$ cat src/rtl/core/tvs_pkg.sv
package tvs_pkg;

    localparam int HOUR_W = 5;
    localparam int MIN_W  = 6;
    localparam int SLOT_W = 4;
    localparam int MASK_W = 16;
    localparam int DUR_W  = 8;
    localparam int NEXT_W = 5;
    localparam int PEV_W  = 2;

    localparam int APB_AW = 4;
    localparam int APB_DW = 32;

    localparam logic FUNC_TICK  = 1'b0;
    localparam logic FUNC_WRITE = 1'b1;

    localparam logic [PEV_W-1:0] PUMP_NONE = 2'd0;
    localparam logic [PEV_W-1:0] PUMP_ON   = 2'd1;
    localparam logic [PEV_W-1:0] PUMP_OFF  = 2'd2;

    localparam logic [1:0] REG_START_HOUR    = 2'd0;
    localparam logic [1:0] REG_START_MINUTE  = 2'd1;
    localparam logic [1:0] REG_WAIT_FOR_PUMP = 2'd2;

    typedef enum logic [1:0] {
        PH_IDLE,
        PH_WAIT,
        PH_ACTIVE
    } phase_t;

    typedef struct packed {
        logic              func;
        logic [HOUR_W-1:0] hour;
        logic [MIN_W-1:0]  minute;
        logic              pump_ready;
        logic [SLOT_W-1:0] entry_index;
        logic [MASK_W-1:0] entry_valves;
        logic [DUR_W-1:0]  entry_duration;
        logic              entry_valid;
    } in_item_t;

    typedef struct packed {
        logic [PEV_W-1:0]  pump_event;
        logic              valve_event;
        logic [MASK_W-1:0] valve_mask;
        logic              running;
        logic              pump_is_ready;
        logic [SLOT_W-1:0] step_number;
        logic [DUR_W-1:0]  time_left;
        logic [DUR_W-1:0]  step_duration;
    } out_item_t;

    typedef struct packed {
        logic [MASK_W-1:0] valves;
        logic [DUR_W-1:0]  duration;
    } entry_t;

    typedef struct packed {
        logic [HOUR_W-1:0] start_hour;
        logic [MIN_W-1:0]  start_minute;
        logic              wait_for_pump;
    } cfg_t;

    typedef struct packed {
        logic              en;
        logic [SLOT_W-1:0] index;
        entry_t            data;
        logic              valid;
    } tbl_wr_t;

    typedef struct packed {
        logic              en;
        logic [NEXT_W-1:0] slot;
    } tbl_rd_t;

endpackage

$ cat src/rtl/core/tvs_if.sv
interface tvs_in_if import tvs_pkg::*; ();
    logic     valid;
    logic     ready;
    in_item_t payload;

    modport source (output valid, output payload, input ready);
    modport sink (input valid, input payload, output ready);
endinterface

interface tvs_out_if import tvs_pkg::*; ();
    logic      valid;
    logic      ready;
    out_item_t payload;

    modport source (output valid, output payload, input ready);
    modport sink (input valid, input payload, output ready);
endinterface

$ cat src/rtl/core/tvs_cfg.sv
module tvs_cfg import tvs_pkg::*;
(
    input  logic              clk,
    input  logic              rst_n,
    input  logic              psel,
    input  logic              penable,
    input  logic              pwrite,
    input  logic [APB_AW-1:0] paddr,
    input  logic [APB_DW-1:0] pwdata,
    output logic [APB_DW-1:0] prdata,
    output logic              pready,
    output cfg_t              cfg
);

    logic [HOUR_W-1:0] start_hour_reg;
    logic [MIN_W-1:0]  start_minute_reg;
    logic              wait_for_pump_reg;
    logic [1:0]        reg_sel;
    logic              wr_en;

    assign reg_sel = paddr[3:2];
    assign wr_en   = psel && penable && pwrite;
    assign pready  = 1'b1;

    always_ff @(posedge clk or negedge rst_n)
    begin
        if (!rst_n)
        begin
            start_hour_reg    <= '0;
            start_minute_reg  <= '0;
            wait_for_pump_reg <= 1'b1;
        end
        else if (wr_en)
        begin
            unique case (reg_sel)
                REG_START_HOUR:    start_hour_reg    <= pwdata[HOUR_W-1:0];
                REG_START_MINUTE:  start_minute_reg  <= pwdata[MIN_W-1:0];
                REG_WAIT_FOR_PUMP: wait_for_pump_reg <= pwdata[0];
                default:           ;
            endcase
        end
    end

    always_comb
    begin
        unique case (reg_sel)
            REG_START_HOUR:    prdata = APB_DW'(start_hour_reg);
            REG_START_MINUTE:  prdata = APB_DW'(start_minute_reg);
            REG_WAIT_FOR_PUMP: prdata = APB_DW'(wait_for_pump_reg);
            default:           prdata = '0;
        endcase
    end

    assign cfg.start_hour    = start_hour_reg;
    assign cfg.start_minute  = start_minute_reg;
    assign cfg.wait_for_pump = wait_for_pump_reg;

endmodule

$ cat src/rtl/core/tvs_table.sv
module tvs_table import tvs_pkg::*;
#(
    parameter int TABLE_DEPTH = 16
)
(
    input  logic              clk,
    input  logic              rst_n,
    input  tbl_wr_t           wr,
    input  tbl_rd_t           rd,
    output entry_t            rd_data,
    input  logic [NEXT_W-1:0] chk_slot,
    output logic              chk_valid
);

    localparam int IDX_W = (TABLE_DEPTH > 1) ? $clog2(TABLE_DEPTH) : 1;
    localparam logic [NEXT_W:0] DEPTH_LIM = (NEXT_W+1)'(TABLE_DEPTH);

    entry_t                 mem [TABLE_DEPTH];
    entry_t                 rd_data_reg;
    logic [TABLE_DEPTH-1:0] valid_reg;
    logic [TABLE_DEPTH-1:0] valid_next;
    logic [NEXT_W:0]        wr_ext;
    logic                   wr_hit;
    logic [IDX_W-1:0]       wr_idx;
    logic [IDX_W-1:0]       rd_idx;
    logic [IDX_W-1:0]       chk_idx;
    logic                   chk_in_range;

    assign wr_ext       = (NEXT_W+1)'(wr.index);
    assign wr_hit       = wr.en && (wr_ext < DEPTH_LIM);
    assign wr_idx       = wr_ext[IDX_W-1:0];
    assign rd_idx       = rd.slot[IDX_W-1:0];
    assign chk_idx      = chk_slot[IDX_W-1:0];
    assign chk_in_range = {1'b0, chk_slot} < DEPTH_LIM;

    always_ff @(posedge clk)
    begin
        if (wr_hit)
        begin
            mem[wr_idx] <= wr.data;
        end
        if (rd.en)
        begin
            rd_data_reg <= mem[rd_idx];
        end
    end

    always_comb
    begin
        valid_next = valid_reg;
        if (wr_hit)
        begin
            valid_next[wr_idx] = wr.valid;
        end
    end

    always_ff @(posedge clk or negedge rst_n)
    begin
        if (!rst_n)
        begin
            valid_reg <= '0;
        end
        else
        begin
            valid_reg <= valid_next;
        end
    end

    assign rd_data   = rd_data_reg;
    assign chk_valid = chk_in_range ? valid_reg[chk_idx] : 1'b0;

endmodule

$ cat src/rtl/core/tvs_engine.sv
module tvs_engine import tvs_pkg::*;
(
    input  logic              clk,
    input  logic              rst_n,
    input  cfg_t              cfg,
    input  logic              in_valid,
    output logic              in_ready,
    input  in_item_t          in_item,
    output logic              out_valid,
    input  logic              out_ready,
    output out_item_t         out_item,
    output tbl_wr_t           tbl_wr,
    output tbl_rd_t           tbl_rd,
    input  entry_t            tbl_data,
    output logic [NEXT_W-1:0] chk_slot,
    input  logic              chk_valid
);

    logic              s1_valid_reg;
    in_item_t          s1_item_reg;
    logic              out_valid_reg;
    out_item_t         out_item_reg;

    phase_t            phase_reg,           phase_next;
    logic [NEXT_W-1:0] next_slot_reg,       next_slot_next;
    logic [DUR_W-1:0]  countdown_reg,       countdown_next;
    logic              ready_latch_reg,     ready_latch_next;
    logic [SLOT_W-1:0] active_slot_reg,     active_slot_next;
    logic [MASK_W-1:0] active_valves_reg,   active_valves_next;
    logic [DUR_W-1:0]  active_duration_reg, active_duration_next;

    logic              advance;
    logic              accept;
    logic              fire;
    logic              go;
    logic              act;
    logic [PEV_W-1:0]  pev;
    logic              vev;
    out_item_t         result;

    assign advance  = !out_valid_reg || out_ready;
    assign in_ready = !s1_valid_reg || advance;
    assign accept   = in_valid && in_ready;
    assign fire     = s1_valid_reg && advance;
    assign chk_slot = next_slot_reg;

    always_comb
    begin
        phase_next           = phase_reg;
        next_slot_next       = next_slot_reg;
        countdown_next       = countdown_reg;
        ready_latch_next     = ready_latch_reg;
        active_slot_next     = active_slot_reg;
        active_valves_next   = active_valves_reg;
        active_duration_next = active_duration_reg;
        pev                  = PUMP_NONE;
        vev                  = 1'b0;
        go                   = fire && (s1_item_reg.func == FUNC_TICK);

        if (go && (phase_reg == PH_IDLE))
        begin
            if ((s1_item_reg.hour != cfg.start_hour) ||
                (s1_item_reg.minute != cfg.start_minute))
            begin
                go = 1'b0;
            end
            else
            begin
                phase_next     = PH_WAIT;
                next_slot_next = '0;
                pev            = PUMP_ON;
            end
        end

        if (go)
        begin
            priority if (!ready_latch_reg && cfg.wait_for_pump)
            begin
                ready_latch_next = s1_item_reg.pump_ready;
            end
            else if (countdown_reg != '0)
            begin
                countdown_next = countdown_reg - DUR_W'(1);
            end
            else if (!chk_valid)
            begin
                phase_next           = PH_IDLE;
                ready_latch_next     = 1'b0;
                active_slot_next     = '0;
                active_valves_next   = '0;
                active_duration_next = '0;
                countdown_next       = '0;
                next_slot_next       = '0;
                pev                  = PUMP_OFF;
            end
            else
            begin
                active_slot_next     = next_slot_reg[SLOT_W-1:0];
                active_valves_next   = tbl_data.valves;
                active_duration_next = tbl_data.duration;
                countdown_next       = tbl_data.duration;
                phase_next           = PH_ACTIVE;
                next_slot_next       = next_slot_reg + NEXT_W'(1);
                vev                  = 1'b1;
            end
        end

        act                  = (phase_next == PH_ACTIVE);
        result.pump_event    = pev;
        result.valve_event   = vev;
        result.valve_mask    = act ? active_valves_next : '0;
        result.running       = act;
        result.pump_is_ready = ready_latch_next;
        result.step_number   = act ? active_slot_next : '0;
        result.time_left     = countdown_next;
        result.step_duration = act ? active_duration_next : '0;
    end

    // The read address already reflects the slot the item ahead of it leaves behind.
    assign tbl_rd.en   = accept && (in_item.func == FUNC_TICK);
    assign tbl_rd.slot = fire ? next_slot_next : next_slot_reg;

    assign tbl_wr.en            = accept && (in_item.func == FUNC_WRITE);
    assign tbl_wr.index         = in_item.entry_index;
    assign tbl_wr.data.valves   = in_item.entry_valves;
    assign tbl_wr.data.duration = in_item.entry_duration;
    assign tbl_wr.valid         = in_item.entry_valid;

    always_ff @(posedge clk or negedge rst_n)
    begin
        if (!rst_n)
        begin
            s1_valid_reg        <= 1'b0;
            out_valid_reg       <= 1'b0;
            phase_reg           <= PH_IDLE;
            next_slot_reg       <= '0;
            countdown_reg       <= '0;
            ready_latch_reg     <= 1'b0;
            active_slot_reg     <= '0;
            active_valves_reg   <= '0;
            active_duration_reg <= '0;
        end
        else
        begin
            if (accept)
            begin
                s1_valid_reg <= 1'b1;
            end
            else if (fire)
            begin
                s1_valid_reg <= 1'b0;
            end

            if (fire)
            begin
                out_valid_reg <= 1'b1;
            end
            else if (out_ready)
            begin
                out_valid_reg <= 1'b0;
            end

            if (fire)
            begin
                phase_reg           <= phase_next;
                next_slot_reg       <= next_slot_next;
                countdown_reg       <= countdown_next;
                ready_latch_reg     <= ready_latch_next;
                active_slot_reg     <= active_slot_next;
                active_valves_reg   <= active_valves_next;
                active_duration_reg <= active_duration_next;
            end
        end
    end

    always_ff @(posedge clk)
    begin
        if (accept)
        begin
            s1_item_reg <= in_item;
        end
        if (fire)
        begin
            out_item_reg <= result;
        end
    end

    assign out_valid = out_valid_reg;
    assign out_item  = out_item_reg;

endmodule

$ cat src/rtl/core/timed_valve_sequencer.sv
// An accepted beat is held in the input stage register until the output can take it;
// then the state and output registers load. Throughput: one input beat per cycle
// unless the output stalls, with the table read issued in the accept cycle.
// Reset clears the run state, marks every table slot empty and sets the start time
// to 00:00 with pump polling enabled; no clearing pass is needed.
module timed_valve_sequencer import tvs_pkg::*;
#(
    parameter int TABLE_DEPTH = 16
)
(
    input  logic              clk,
    input  logic              rst_n,
    tvs_in_if.sink            in_ch,
    tvs_out_if.source         out_ch,
    input  logic              psel,
    input  logic              penable,
    input  logic              pwrite,
    input  logic [APB_AW-1:0] paddr,
    input  logic [APB_DW-1:0] pwdata,
    output logic [APB_DW-1:0] prdata,
    output logic              pready
);

    cfg_t              cfg;
    tbl_wr_t           tbl_wr;
    tbl_rd_t           tbl_rd;
    entry_t            tbl_data;
    logic [NEXT_W-1:0] chk_slot;
    logic              chk_valid;

    tvs_cfg u_cfg (
        .clk     (clk),
        .rst_n   (rst_n),
        .psel    (psel),
        .penable (penable),
        .pwrite  (pwrite),
        .paddr   (paddr),
        .pwdata  (pwdata),
        .prdata  (prdata),
        .pready  (pready),
        .cfg     (cfg)
    );

    tvs_table #(
        .TABLE_DEPTH (TABLE_DEPTH)
    ) u_table (
        .clk       (clk),
        .rst_n     (rst_n),
        .wr        (tbl_wr),
        .rd        (tbl_rd),
        .rd_data   (tbl_data),
        .chk_slot  (chk_slot),
        .chk_valid (chk_valid)
    );

    tvs_engine u_engine (
        .clk       (clk),
        .rst_n     (rst_n),
        .cfg       (cfg),
        .in_valid  (in_ch.valid),
        .in_ready  (in_ch.ready),
        .in_item   (in_ch.payload),
        .out_valid (out_ch.valid),
        .out_ready (out_ch.ready),
        .out_item  (out_ch.payload),
        .tbl_wr    (tbl_wr),
        .tbl_rd    (tbl_rd),
        .tbl_data  (tbl_data),
        .chk_slot  (chk_slot),
        .chk_valid (chk_valid)
    );

endmodule

$ cat src/flat_wrapper.sv
// flat-port wrapper written by rule: the top's interface ports become plain ports
module timed_valve_sequencer_flat import tvs_pkg::*;
#(
    parameter int TABLE_DEPTH = 16
)
  (clk, rst_n, psel, penable, pwrite, paddr, pwdata, prdata, pready, in_ch_valid, in_ch_payload, in_ch_ready, out_ch_valid, out_ch_payload, out_ch_ready);
  tvs_in_if in_ch_i ();
  tvs_out_if out_ch_i ();
  input  logic clk;
  input  logic rst_n;
  input  logic psel;
  input  logic penable;
  input  logic pwrite;
  input  logic [APB_AW-1:0] paddr;
  input  logic [APB_DW-1:0] pwdata;
  output logic [APB_DW-1:0] prdata;
  output logic pready;
  input wire logic [$bits(in_ch_i.valid)-1:0] in_ch_valid;
  input wire logic [$bits(in_ch_i.payload)-1:0] in_ch_payload;
  output wire logic [$bits(in_ch_i.ready)-1:0] in_ch_ready;
  output wire logic [$bits(out_ch_i.valid)-1:0] out_ch_valid;
  output wire logic [$bits(out_ch_i.payload)-1:0] out_ch_payload;
  input wire logic [$bits(out_ch_i.ready)-1:0] out_ch_ready;
  assign in_ch_i.valid = in_ch_valid;
  assign in_ch_i.payload = in_ch_payload;
  assign in_ch_ready = in_ch_i.ready;
  assign out_ch_valid = out_ch_i.valid;
  assign out_ch_payload = out_ch_i.payload;
  assign out_ch_i.ready = out_ch_ready;
  timed_valve_sequencer #(.TABLE_DEPTH(TABLE_DEPTH)) u_core (.clk(clk), .rst_n(rst_n), .in_ch(in_ch_i), .out_ch(out_ch_i), .psel(psel), .penable(penable), .pwrite(pwrite), .paddr(paddr), .pwdata(pwdata), .prdata(prdata), .pready(pready));
endmodule
$ cat config.mk
export PLATFORM = sky130hd
export DESIGN_NAME = timed_valve_sequencer_flat
export DESIGN_NICKNAME = d
export VERILOG_FILES = /design/src/rtl/core/tvs_pkg.sv /design/src/rtl/core/tvs_if.sv /design/src/rtl/core/tvs_cfg.sv /design/src/rtl/core/tvs_table.sv /design/src/rtl/core/tvs_engine.sv /design/src/rtl/core/timed_valve_sequencer.sv /design/src/flat_wrapper.sv
export SDC_FILE = /design/constraint.sdc
export NUM_CORES = 1
export LEC_CHECK = 0
export ABC_CLOCK_PERIOD_IN_PS = 5050
export CAP_MARGIN = 20
export CORE_UTILIZATION = 25
export CTS_CLUSTER_DIAMETER = 60
export DETAILED_ROUTE_END_ITERATION = 10
export DONT_BUFFER_PORTS = 1
export RECOVER_POWER = 50
export SYNTH_ARGS = -nofsm -noshare
export SYNTH_HDL_FRONTEND = slang
export SYNTH_SLANG_ARGS = --single-unit
$ cat constraint.sdc
create_clock -name clk -period 5.05 [get_ports clk]
set_clock_uncertainty 0.2 [all_clocks]
set_input_delay 0.505 -clock clk [delete_from_list [all_inputs] [get_ports clk]]
set_output_delay 0.505 -clock clk [all_outputs]
set_load 0.02 [all_outputs]
Yosys cells after proc, flatten, opt, wreduce, memory -nomap -nowiden:

Memory sizes are Yosys's and may differ from the RTL's. A register that Yosys moved wholly into a read port is not among the register bits.
Index checks and enable logic that the tools add are counted.

* bits in registers: 128
* bits in writable memories: 384
* output and inout bits: 76
* logic and storage cells: 122
* memories: 1

* add/subtract/negate cells: 2
* $lt $le $gt $ge: 5
* equal/unequal tests: 5
* muxes and demuxes: 54
* bitwise logic cells: 3
* reduce and logical (&&, ||, !) cells: 26

Memories
* u_core.u_table.mem: words 16, width 24, read ports 1, clocked after memory_dff 1, write ports 1, RTL line tvs_table.sv:18 `entry_t mem [TABLE_DEPTH];`

Operators by type and width (number)
* 2-to-1 mux 16 bit: 4
* 2-to-1 mux 8 bit: 7
* 2-to-1 mux 5 bit: 6
* 2-to-1 mux 2 bit: 10
* 2-to-1 mux 4 bit: 5
* 2-to-1 mux 1 bit: 18
* case mux 6 bit (3 select lines): 1
* bitwise mux 16 bit: 1
* < comparator 4 x 5 -> 1 bit, second input constant: 3
* logical AND 1 bit: 11
* nonzero test 8 bit: 1
* subtractor 8 x 1 -> 8 bit, second input constant: 1
* != test 6 bit: 1
* AND reduction 2 bit: 3
* adder 5 x 1 -> 5 bit, second input constant: 1
* < comparator 5 bit, second input constant: 1
* != test 5 bit: 1
* binary-select mux 1 bit (select 4 bit): 1
* demux 1 bit (select 4 bit): 1
* == test 2 bit, second input constant: 2
* greater-or-equal comparator 4 x 1 -> 1 bit, second input constant: 1
* logical NOT 2 bit: 2
* nonzero test 2 bit: 2
* logical NOT 1 bit: 3
* 4 further kinds: 8

Depth between registers and ports, before layout:

Gate-level depths: netlist of run 1.

* word-level depth: 10
* gate-level depth with buffers: 13
* mapped depth without buffers: 10

Cells and area by module:

Synthesis of run 1 repeated with hierarchy kept, for this count alone.

* cell total of the unflattened synthesis: 1147
* area, all modules: 21266.6 um^2

Modules (own cells, without submodules)
* tvs_table: instances 1, cells an instance 684, area an instance 15894.0 um^2
* tvs_engine: instances 1, cells an instance 391, area an instance 4563.1 um^2
* tvs_cfg: instances 1, cells an instance 72, area an instance 809.5 um^2

Least setup slack after synthesis of run 1:

OpenSTA, ideal clock, no wires.

* path type: register to register
* start: register u_core.u_engine.out_valid_reg (netlist: u_core.u_engine.out_valid)
* end: register u_core.u_table.valid_reg[0]
* library setup time: 0.125 ns
* arrival: 4.179 ns
* required time: 4.725 ns
* setup slack: 0.547 ns
* stages on the path, launching flop included: 9
* buffers on the path: 1
* period minus slack after synthesis: 4.503 ns
* cell sequence: dfrtp_1 -> nor2b_1 -> nand2_1 -> and2_1 -> clkbuf_1 -> nand2_1 -> or3_1 -> nor3_1 -> mux2_2

* cells in the longest elaborated chain, start to end: 6

RTL lines
* start: declaration: RTL line tvs_engine.sv:21 `logic out_valid_reg;`
* start signal: assignment: RTL line tvs_engine.sv:134 `out_valid_reg <= 1'b0;`
* start signal: assignment: RTL line tvs_engine.sv:156 `out_valid_reg <= 1'b1;`
* start signal: assignment: RTL line tvs_engine.sv:160 `out_valid_reg <= 1'b0;`
* logical NOT 1 bit: RTL line tvs_engine.sv:41 `assign advance = !out_valid_reg || out_ready;`
* logical OR 1 bit: RTL line tvs_engine.sv:41
* logical OR 1 bit: RTL line tvs_engine.sv:42 `assign in_ready = !s1_valid_reg || advance;`
* named net in_ch_ready: RTL line flat_wrapper.sv:20 `output wire logic [$bits(in_ch_i.ready)-1:0] in_ch_ready;`
* logical AND 1 bit: RTL line tvs_engine.sv:43 `assign accept = in_valid && in_ready;`
* named net u_core.u_engine.accept: RTL line tvs_engine.sv:33 `logic accept;`
* logical AND 1 bit: RTL line tvs_engine.sv:123 `assign tbl_wr.en = accept && (in_item.func == FUNC_WRITE);`
* logical AND 1 bit: RTL line tvs_table.sv:30 `assign wr_hit = wr.en && (wr_ext < DEPTH_LIM);`
* end signal: assignment: RTL line tvs_table.sv:65 `valid_reg <= valid_next;`
* end: declaration: RTL line tvs_table.sv:20 `logic [TABLE_DEPTH-1:0] valid_reg;`

The timed path passes the listed nets, and every way through them passes these cells.
A chain may end at the register's enable or synchronous reset.

Final worst setup path of run 1:

* start: register u_core.u_engine.countdown_reg[2]
* end: register u_core.u_table.rd_data[16] (netlist name)

* cells in the longest elaborated chain, start to end: 5

RTL lines
* start: declaration: RTL line tvs_engine.sv:26 `logic [DUR_W-1:0] countdown_reg, countdown_next;`
* start signal: assignment: RTL line tvs_engine.sv:167 `countdown_reg <= countdown_next;`
* nonzero test 8 bit: RTL line tvs_engine.sv:81 `else if (countdown_reg != '0)`
* 2-to-1 mux 5 bit: RTL line tvs_engine.sv:81
* 2-to-1 mux 5 bit: RTL line tvs_engine.sv:77 `priority if (!ready_latch_reg && cfg.wait_for_pump)`
* 2-to-1 mux 5 bit: RTL line tvs_engine.sv:75 `if (go)`
* 2-to-1 mux 4 bit

Every way passes these cells.

==> results of run 1 <==
routing by layer:
metal	global-route usage	up-vias	share of wire	wire length, µm
li1	-	5522	-	-
met1	0.1616	6267	0.45	23790
met2	0.1931	411	0.47	24920
met3	0.02376	94	0.063	3334
met4	0.03231	14	0.019	988
met5	0	-	0.0015	80
worst min path at each step:
stage / from / end / slack (ns)
floorplan: rst_n / u_core.u_cfg.start_hour_reg[0] / 0.009
global placement: rst_n / u_core.u_cfg.start_minute_reg[1] / 0.01
detailed placement: rst_n / u_core.u_cfg.start_minute_reg[1] / 0.01
CTS: paddr[2] / u_core.u_cfg.start_hour_reg[1] / 0.07
global route: paddr[2] / u_core.u_cfg.start_hour_reg[4] / 0.08
finish: paddr[2] / u_core.u_cfg.start_hour_reg[4] / 0.1
power by group:
| part | switching, W | internal (W) |
|---|---|---|
| logic | 0.000654 | 0.000407 |
| clock network | 0.00165 | 0.00236 |
| registers | 0.000178 | 0.00503 |
timing repair:
action / in CTS / in global routing
endpoints found under the hold margin: 501 / 0
resized for setup: 0 / 0
endpoints found under the setup margin: 0 / 0
hold buffers: 50 / 0
area by class of cell:
cell class	count	area, µm²
Clock inverter	29	354.1
Multi-Input combinational cell	717	5480
Fill cell	8341	60220
Tap cell	1144	1431
Inverter	8	30.03
Timing Repair Buffer	92	877.1
Clock buffer	66	1426
Sequential cell	536	15730
synthesized netlist by cell type, drive strengths merged, types with 6 or more instances:
master,count,area [µm²]
edfxtp,462,13870
mux2i,109,1091
and3,98,613.1
a211oi,97,748.2
a2111oi,96,840.8
dfrtp,73,1827
buf,65,465.5
clkbuf,60,225.2
nand2,48,180.2
mux2,29,326.6
nor2,27,101.4
nor2b,27,168.9
or4,26,198.9
a22o,23,201.4
nor3,14,70.07
a21oi,13,65.06
nand3,11,60.06
xor2,11,96.34
nand2b,10,62.56
inv,8,30.03
o21ai,8,40.04
nand4,6,37.54
stage by stage:
| step | setup WS, ns | total power [W] | instance area [µm²] | instances |
|---|---|---|---|---|
| after floorplan | 0.5467 | 0.006047 | 21770 | 1386 |
| after global placement | 0.5545 | 0.006248 | 23040 | 2446 |
| after detailed placement | 0.4609 | 0.006280 | 23040 | 2446 |
| after CTS | 0.4237 | 0.01038 | 25340 | 2591 |
| after global routing | 0.2410 | 0.01065 | 25330 | 2592 |
| final | 0.4210 | 0.01028 | 25330 | 2592 |
kinds of logic (layout without fill, tap and decap cells):
group / count (synthesis) / count (layout) / share of synthesized area
adders and majority gates: 3 / 3 / 0.001732
DFF: 536 / 536 / 0.7257
xor gates and xnor gates: 11 / 11 / 0.004445
muxes: 138 / 138 / 0.06541
other: 2 / 27 / 0.0003465
and+or+nand+nor: 283 / 283 / 0.07477
buffers and inverters: 133 / 195 / 0.03325
AOI/OAI and AO/OA: 255 / 255 / 0.09439
==> impl_summary.md, run 1 <==
Synth
The share of flip-flops with an asynchronous set or reset after synthesis is 0.1381. After synthesis, the mean cell area works out to 15.92 µm². In this run, distinct cell masters in the synthesized netlist total 52.

The most used flip-flop cell after synthesis is sky130_fd_sc_hd__edfxtp_1. The Yosys step of the flow raised 0 warnings. The post-synthesis instance area is 21670 µm². The register bit total from synthesis is 536.

For this run, the register share of the synthesized area comes to 0.7257. The cell count after synthesis came out at 1361. The number of flops mapped to enable cells by yosys is 462.

Timing
The final max-slew violation count is 110. The final hold violation count is 0. For the pin with the worst max-slew slack, the measured transition is 3.538 ns. Hold timing on the final database bottoms out at a slack of 0.09750 ns. The share of the cycle needed by the critical path after routing is 0.9166. The top achievable clock speed is approximately 220 MHz. Setup repair after global routing left no endpoint under its margin.

Summed over all failing endpoints, the final setup total negative slack is 0 ns. The routed design could run at a clock period as short as 4.629 ns. Setup violations remaining at the end of the flow were counted as 0.

The normalized max-slew margin is -1.358.

Clocking
For this design, the sink count on the clock tree is roughly 540. CTS built an H-tree with a depth of 2. No sink is reached through more buffers than the 3 on the longest clock path. The clock transition at the register clock pins on the worst setup and hold paths after CTS is 0.06 ns. TritonCTS built the clock tree. Buffers added to address setup during post-CTS repair amount to 0.

The root buffer cell is sky130_fd_sc_hd__clkbuf_16. TritonCTS created 54 clock buffers. The worst-skew pair later-pin latency is 0.61 ns.

Worst setup path
The kind of end point of the critical path is a register. The launching element type of the critical path is a register. The cell family contributing the most delay on the critical path is simple AND/OR/NAND/NOR gates. The required arrival time at the worst endpoint is 5.14 ns.

The arrival time of data at the critical path endpoint is 4.71 ns. The path type of the worst setup path is reg2reg. Together, buffers and inverters on the worst path number 1. The startpoint identified for the worst register-to-register timing path is u_core.u_engine.countdown_reg[2]. The largest single stage delay on the critical path is 0.68 ns.

The signal on the critical path passes through or4_4 > nor4b_4 > nand3_2 > a2111o_2 > buf_4 > and3_1 > a211oi_1 > a2111oi_0 > or4_1. The number of cells on the worst reg-to-reg path is 9. The timing startpoint of the critical path is u_core.u_engine.countdown_reg[2]. The worst-path maximum fanout is 96. The worst register-to-register path ends at u_core.u_table.rd_data[16]. Across all register-to-register paths, the minimum setup slack is around 0.42 ns. The cell type of the slowest stage on the worst timing path is sky130_fd_sc_hd__or4_1. The capturing instance or port of the critical path is u_core.u_table.rd_data[16]. In this run the number of cells on the critical path is 9.

Floorplan
The total I/O pin count is 161. For this configuration, the core starts out at a cell density of 0.2533. The die area is 87870 µm². In this run the horizontal extent of the chip is 296.4 µm. The total area inside the core boundary comes to around 86000 µm². The floorplan has 107 rows. The vertical extent of the die is 296.4 µm.

Detailed routing
In the routed design, unresolved DRC markers number 0. The detailed-route wire length per cell is 20.49 µm. In this run the remaining antenna-violating nets after routing total 0.

The detailed router's first-iteration violation count is just over 900. The pre-antenna-repair detailed-routing pass consisted of 7 iterations. Dividing the detail-routed via count by the number of cells gives 4.748. The detailed-route via count is 12310. After detailed routing, the total wire length is 53110 µm.

Finish
The antenna cell count is 0. The leading cell type in the layout, fill and taps excluded is sky130_fd_sc_hd__edfxtp_1. The final net count is ~1500. The fraction of final layout cells sized beyond drive strength 1 is 0.1271.

The signed area change from the synthesized netlist to the final layout is 16.86%. The core occupancy in the finished layout is 0.2960. The register with the most flip-flops in the layout has between 300 and 400 of them. In the layout the commonest cells are sky130_fd_sc_hd__edfxtp_1, sky130_fd_sc_hd__mux2i_1, sky130_fd_sc_hd__and3_1.

Min path
The type of the worst min-delay path is in2reg. The worst hold path passes through 2 cells.

Global route
Entering global routing, the biggest net connects a little under 100 pins. The global-route wire length before repair is ~79000 µm. The total congestion overflow is 0. The number of global-route vias before repair is around 12000. The overall routing resource usage is 0.1191. The initial antenna violation count is 10.

Power and ir drop
For this design the static power due to leakage is 8.135 nW. The maximum VDD drop is approximately 280 µV. The power per cell area is 406.0 nW/µm².

Outcome
The run finished, with violations left. The final reports fail on capacitance limit, slew limit.

Placement
Input and output buffers added on the ports amount to 0. The placed wire-length estimate after detailed placement is 30630 µm. The congestion estimate from routability-driven global placement came to 0.7666.

Job
The tool flagged a number of max-cap violations equal to 2.
No activity file was read; power rests on OpenSTA's default activity.
==> run 2: changes to the inputs <==
CORE_UTILIZATION = 50   (was 25)
==> impl_summary.md, run 2 (synthesis results as in run 1) <==
Outcome
The run finished, with violations left. The checks that failed: capacitance limit, slew limit.

Finish
The core occupancy in the finished layout came to 0.5811 (+0.2850). The antenna cell count is 0 (unchanged). The fraction of final layout cells sized beyond drive strength 1 came to 0.1229 (-0.004217). The library cells used most frequently in the layout, excluding fill and tap cells, are sky130_fd_sc_hd__edfxtp_1, sky130_fd_sc_hd__mux2i_1, sky130_fd_sc_hd__and3_1. The fill cell instance count of the final layout is 3258 (-61%). The post-layout instance count excluding filler cells is 2034 (-22%). The signed area change from the synthesized netlist to the final layout is 13.47%. The storage element area is 15730 µm² (unchanged). The flip-flop count of the largest register after layout is 384 (unchanged). The final net count was 1507 (+0.67%).

The library cell used most frequently in the layout, excluding fill and tap cells, is sky130_fd_sc_hd__edfxtp_1. The multi-input gate area in the final layout is 5482 µm² (about the same).

Clocking
The number of buffers inserted by post-CTS setup repair is 0 (unchanged). The worst-skew pair later-pin latency is 0.60 ns (about the same). The clock sink total is 536 (unchanged). The deepest level of the CTS H-tree came to 2 (unchanged).

The number of buffers created by CTS is 55 (+1.9%). The clock tree from TritonCTS is yes. The clock transition at the register clock pins on the worst setup and hold paths after CTS is 0.06 ns (about the same). The root buffer cell is sky130_fd_sc_hd__clkbuf_16. The maximum buffer depth of the clock tree is 3 (unchanged).

Worst setup path
The worst path buffer plus inverter count came to 1 (unchanged). The signal on the critical path passes through or4_4 > nor4b_4 > nand3_2 > a2111o_2 > buf_4 > and3_1 > a211oi_1 > a2111oi_0 > or4_1. The kind of end point of the critical path is a register.

The worst-path maximum fanout is 52 (-46%). The slowest stage of the critical path is the sky130_fd_sc_hd__or4_1 cell. The number of cells on the worst reg-to-reg path is 9 (unchanged). The required arrival time at the worst endpoint is 5.16 ns (+0.02 ns). The worst setup path is launched from a register. The critical path is of the reg2reg type. Among cell families on the critical path, the largest total delay comes from simple AND/OR/NAND/NOR gates.

The critical path's largest stage delay is 0.63 ns (-0.05 ns). The arrival time of data at the critical path endpoint came to 4.45 ns (-0.26 ns). The number of logic stages on the critical path including buffering came to 9 (unchanged).

Placement
The number of buffers added on ports came to 0 (unchanged). The global placer's final weighted congestion is 0.8588 (+12%). The worst setup slack before clock tree synthesis is 0.7351 ns (+0.2742 ns).

The number of instances in the placed design came to 1885 (-23%). The placed wire-length estimate after detailed placement is 27890 µm (-9.0%).

Timing
The top achievable clock speed is 230.6 MHz (+6.7%). The final hold violation count is 0 (unchanged). The share of the cycle needed by the critical path after routing is 0.8587 (-0.05795). The normalized max-slew margin is -1.258 (+0.1005). The final max-slew violation count is 118 (+7.3%). The final critical path time including I/O delays and setup came to 4.336 ns (-0.2926 ns). The slew at the pin closest to its max-slew limit is 3.387 ns (-0.1508 ns).

The setup TNS after final layout is 0 ns (unchanged). Setup repair after global routing left no endpoint under its margin. The worst hold-check slack is 0.04289 ns (-0.05462 ns). The least setup slack across all paths after layout is 0.7136 ns (+0.2926 ns).

The number of setup violations in the final report came to 0 (unchanged).

Floorplan
The die span in x is 210.2 µm (-29%). The starting utilization of the core area is 0.5121 (+0.2587). The area of the core region is 42320 µm² (-51%). The die area is 44180 µm² (-50%).

The vertical extent of the die came to 210.2 µm (-29%). The total I/O pin count is 161 (unchanged). The count of standard-cell rows is 75 (-30%).

Power and ir drop
The leakage dissipation is 8.132 nW (about the same). The maximum VDD drop came to 242.1 µV (-15%). The power per cell area came to 407.7 nW/µm² (+0.41%).

Min path
The type of the worst min-delay path is in2reg. The number of cells on the worst hold path came to 2 (unchanged).

Detailed routing
The total iterations of the first detailed-routing run is 5 (-2). The detailed-route via count came to 12140 (-1.4%). The post-route antenna net violation count was 0 (unchanged). The detailed router's first-iteration violation count is 1146 (+24%).

The final routed wirelength across all metal layers was 50420 µm (-5.1%). The detailed-route wire length per cell was 24.79 µm (+21%). The via density per instance is 5.967 (+26%). The post-route DRC violation count is 0 (unchanged).

Job
The number of maximum-capacitance constraint violations is 2 (unchanged).

Global route
The overall routing resource usage is 0.2325 (+0.1134). The initial antenna violation count is 2 (-8). The total congestion overflow is 0 (unchanged).

The maximum number of pins on one net before global-route repair is 97 (unchanged). The number of global-route vias before repair is 12010 (-1.6%). The global-route wire length before repair came to 76160 µm (-3.4%).
[run 2: changes by cell type in the layout (fill, tap and decap cells not counted), moves of 2 or more]
cell and delta:
sky130_fd_sc_hd__buf_4 +2, sky130_fd_sc_hd__bufinv_16 -5, sky130_fd_sc_hd__nor2_4 +2, sky130_fd_sc_hd__nor2_2 -2
sky130_fd_sc_hd__clkinvlp_4 -3, sky130_fd_sc_hd__buf_12 +4, sky130_fd_sc_hd__clkbuf_8 -3, sky130_fd_sc_hd__clkinv_1 +9
sky130_fd_sc_hd__dlygate4sd3_1 +3, sky130_fd_sc_hd__clkbuf_1 +3, sky130_fd_sc_hd__clkinv_8 -2
[run 2: what timing repair did]
| action | CTS | global route |
|---|---|---|
| hold buffers | 53 | 0 |
| gates resized for setup | 0 | 0 |
| endpoints found under the hold margin | 509 | 0 |
| setup endpoints to repair | 0 | 0 |
[run 2: layout make-up]
class,count,area share
Inverter,8,0.001221
Timing Repair Buffer,101,0.04172
Sequential cell,536,0.6395
Clock inverter,27,0.007327
Tap cell,577,0.02936
Clock buffer,68,0.05795
Multi-Input combinational cell,717,0.2229
[run 2: report_power, final]
group / internal, W / leakage [nW] / switching [W]
clock network: 0.00209 / 0.787 / 0.00163
logic: 0.000454 / 2.16 / 0.000643
registers: 0.00504 / 5.18 / 0.000176
[run 2: path summary, 6_finish.rpt]
kind / from / to / slack (ns)
worst max register to register: u_core.u_engine.countdown_reg[3] / u_core.u_table.rd_data[6] / 0.71
worst min register to register: u_core.u_engine.active_duration_reg[6] / u_core.u_engine.active_duration_reg[6] / 0.26
min in group asynchronous: rst_n / u_core.u_cfg.start_minute_reg[5] / 1.53
worst max-delay path: u_core.u_engine.countdown_reg[3] / u_core.u_table.rd_data[6] / 0.71
worst min-delay path: in_ch_payload[28] / u_core.u_table.valid_reg[2] / 0.04
max in group asynchronous: rst_n / u_core.u_engine.active_duration_reg[6] / 1.15
[run 2: per-stage QoR]
| step | power, W | area, µm² |
|---|---|---|
| floorplan | 0.006047 | 21770 |
| global placement | 0.006287 | 22430 |
| detailed placement | 0.006306 | 22430 |
| CTS | 0.01009 | 24580 |
| global route | 0.01039 | 24590 |
| finish | 0.01002 | 24590 |
[run 2: layer usage]
layer | routed length (µm) | track usage | vias up
met5 | 11 | 0 | -
met2 | 24080 | 0.3730 | 347
met1 | 22590 | 0.3296 | 6154
li1 | - | - | 5547
met4 | 1230 | 0.07576 | 2
met3 | 2500 | 0.03218 | 87
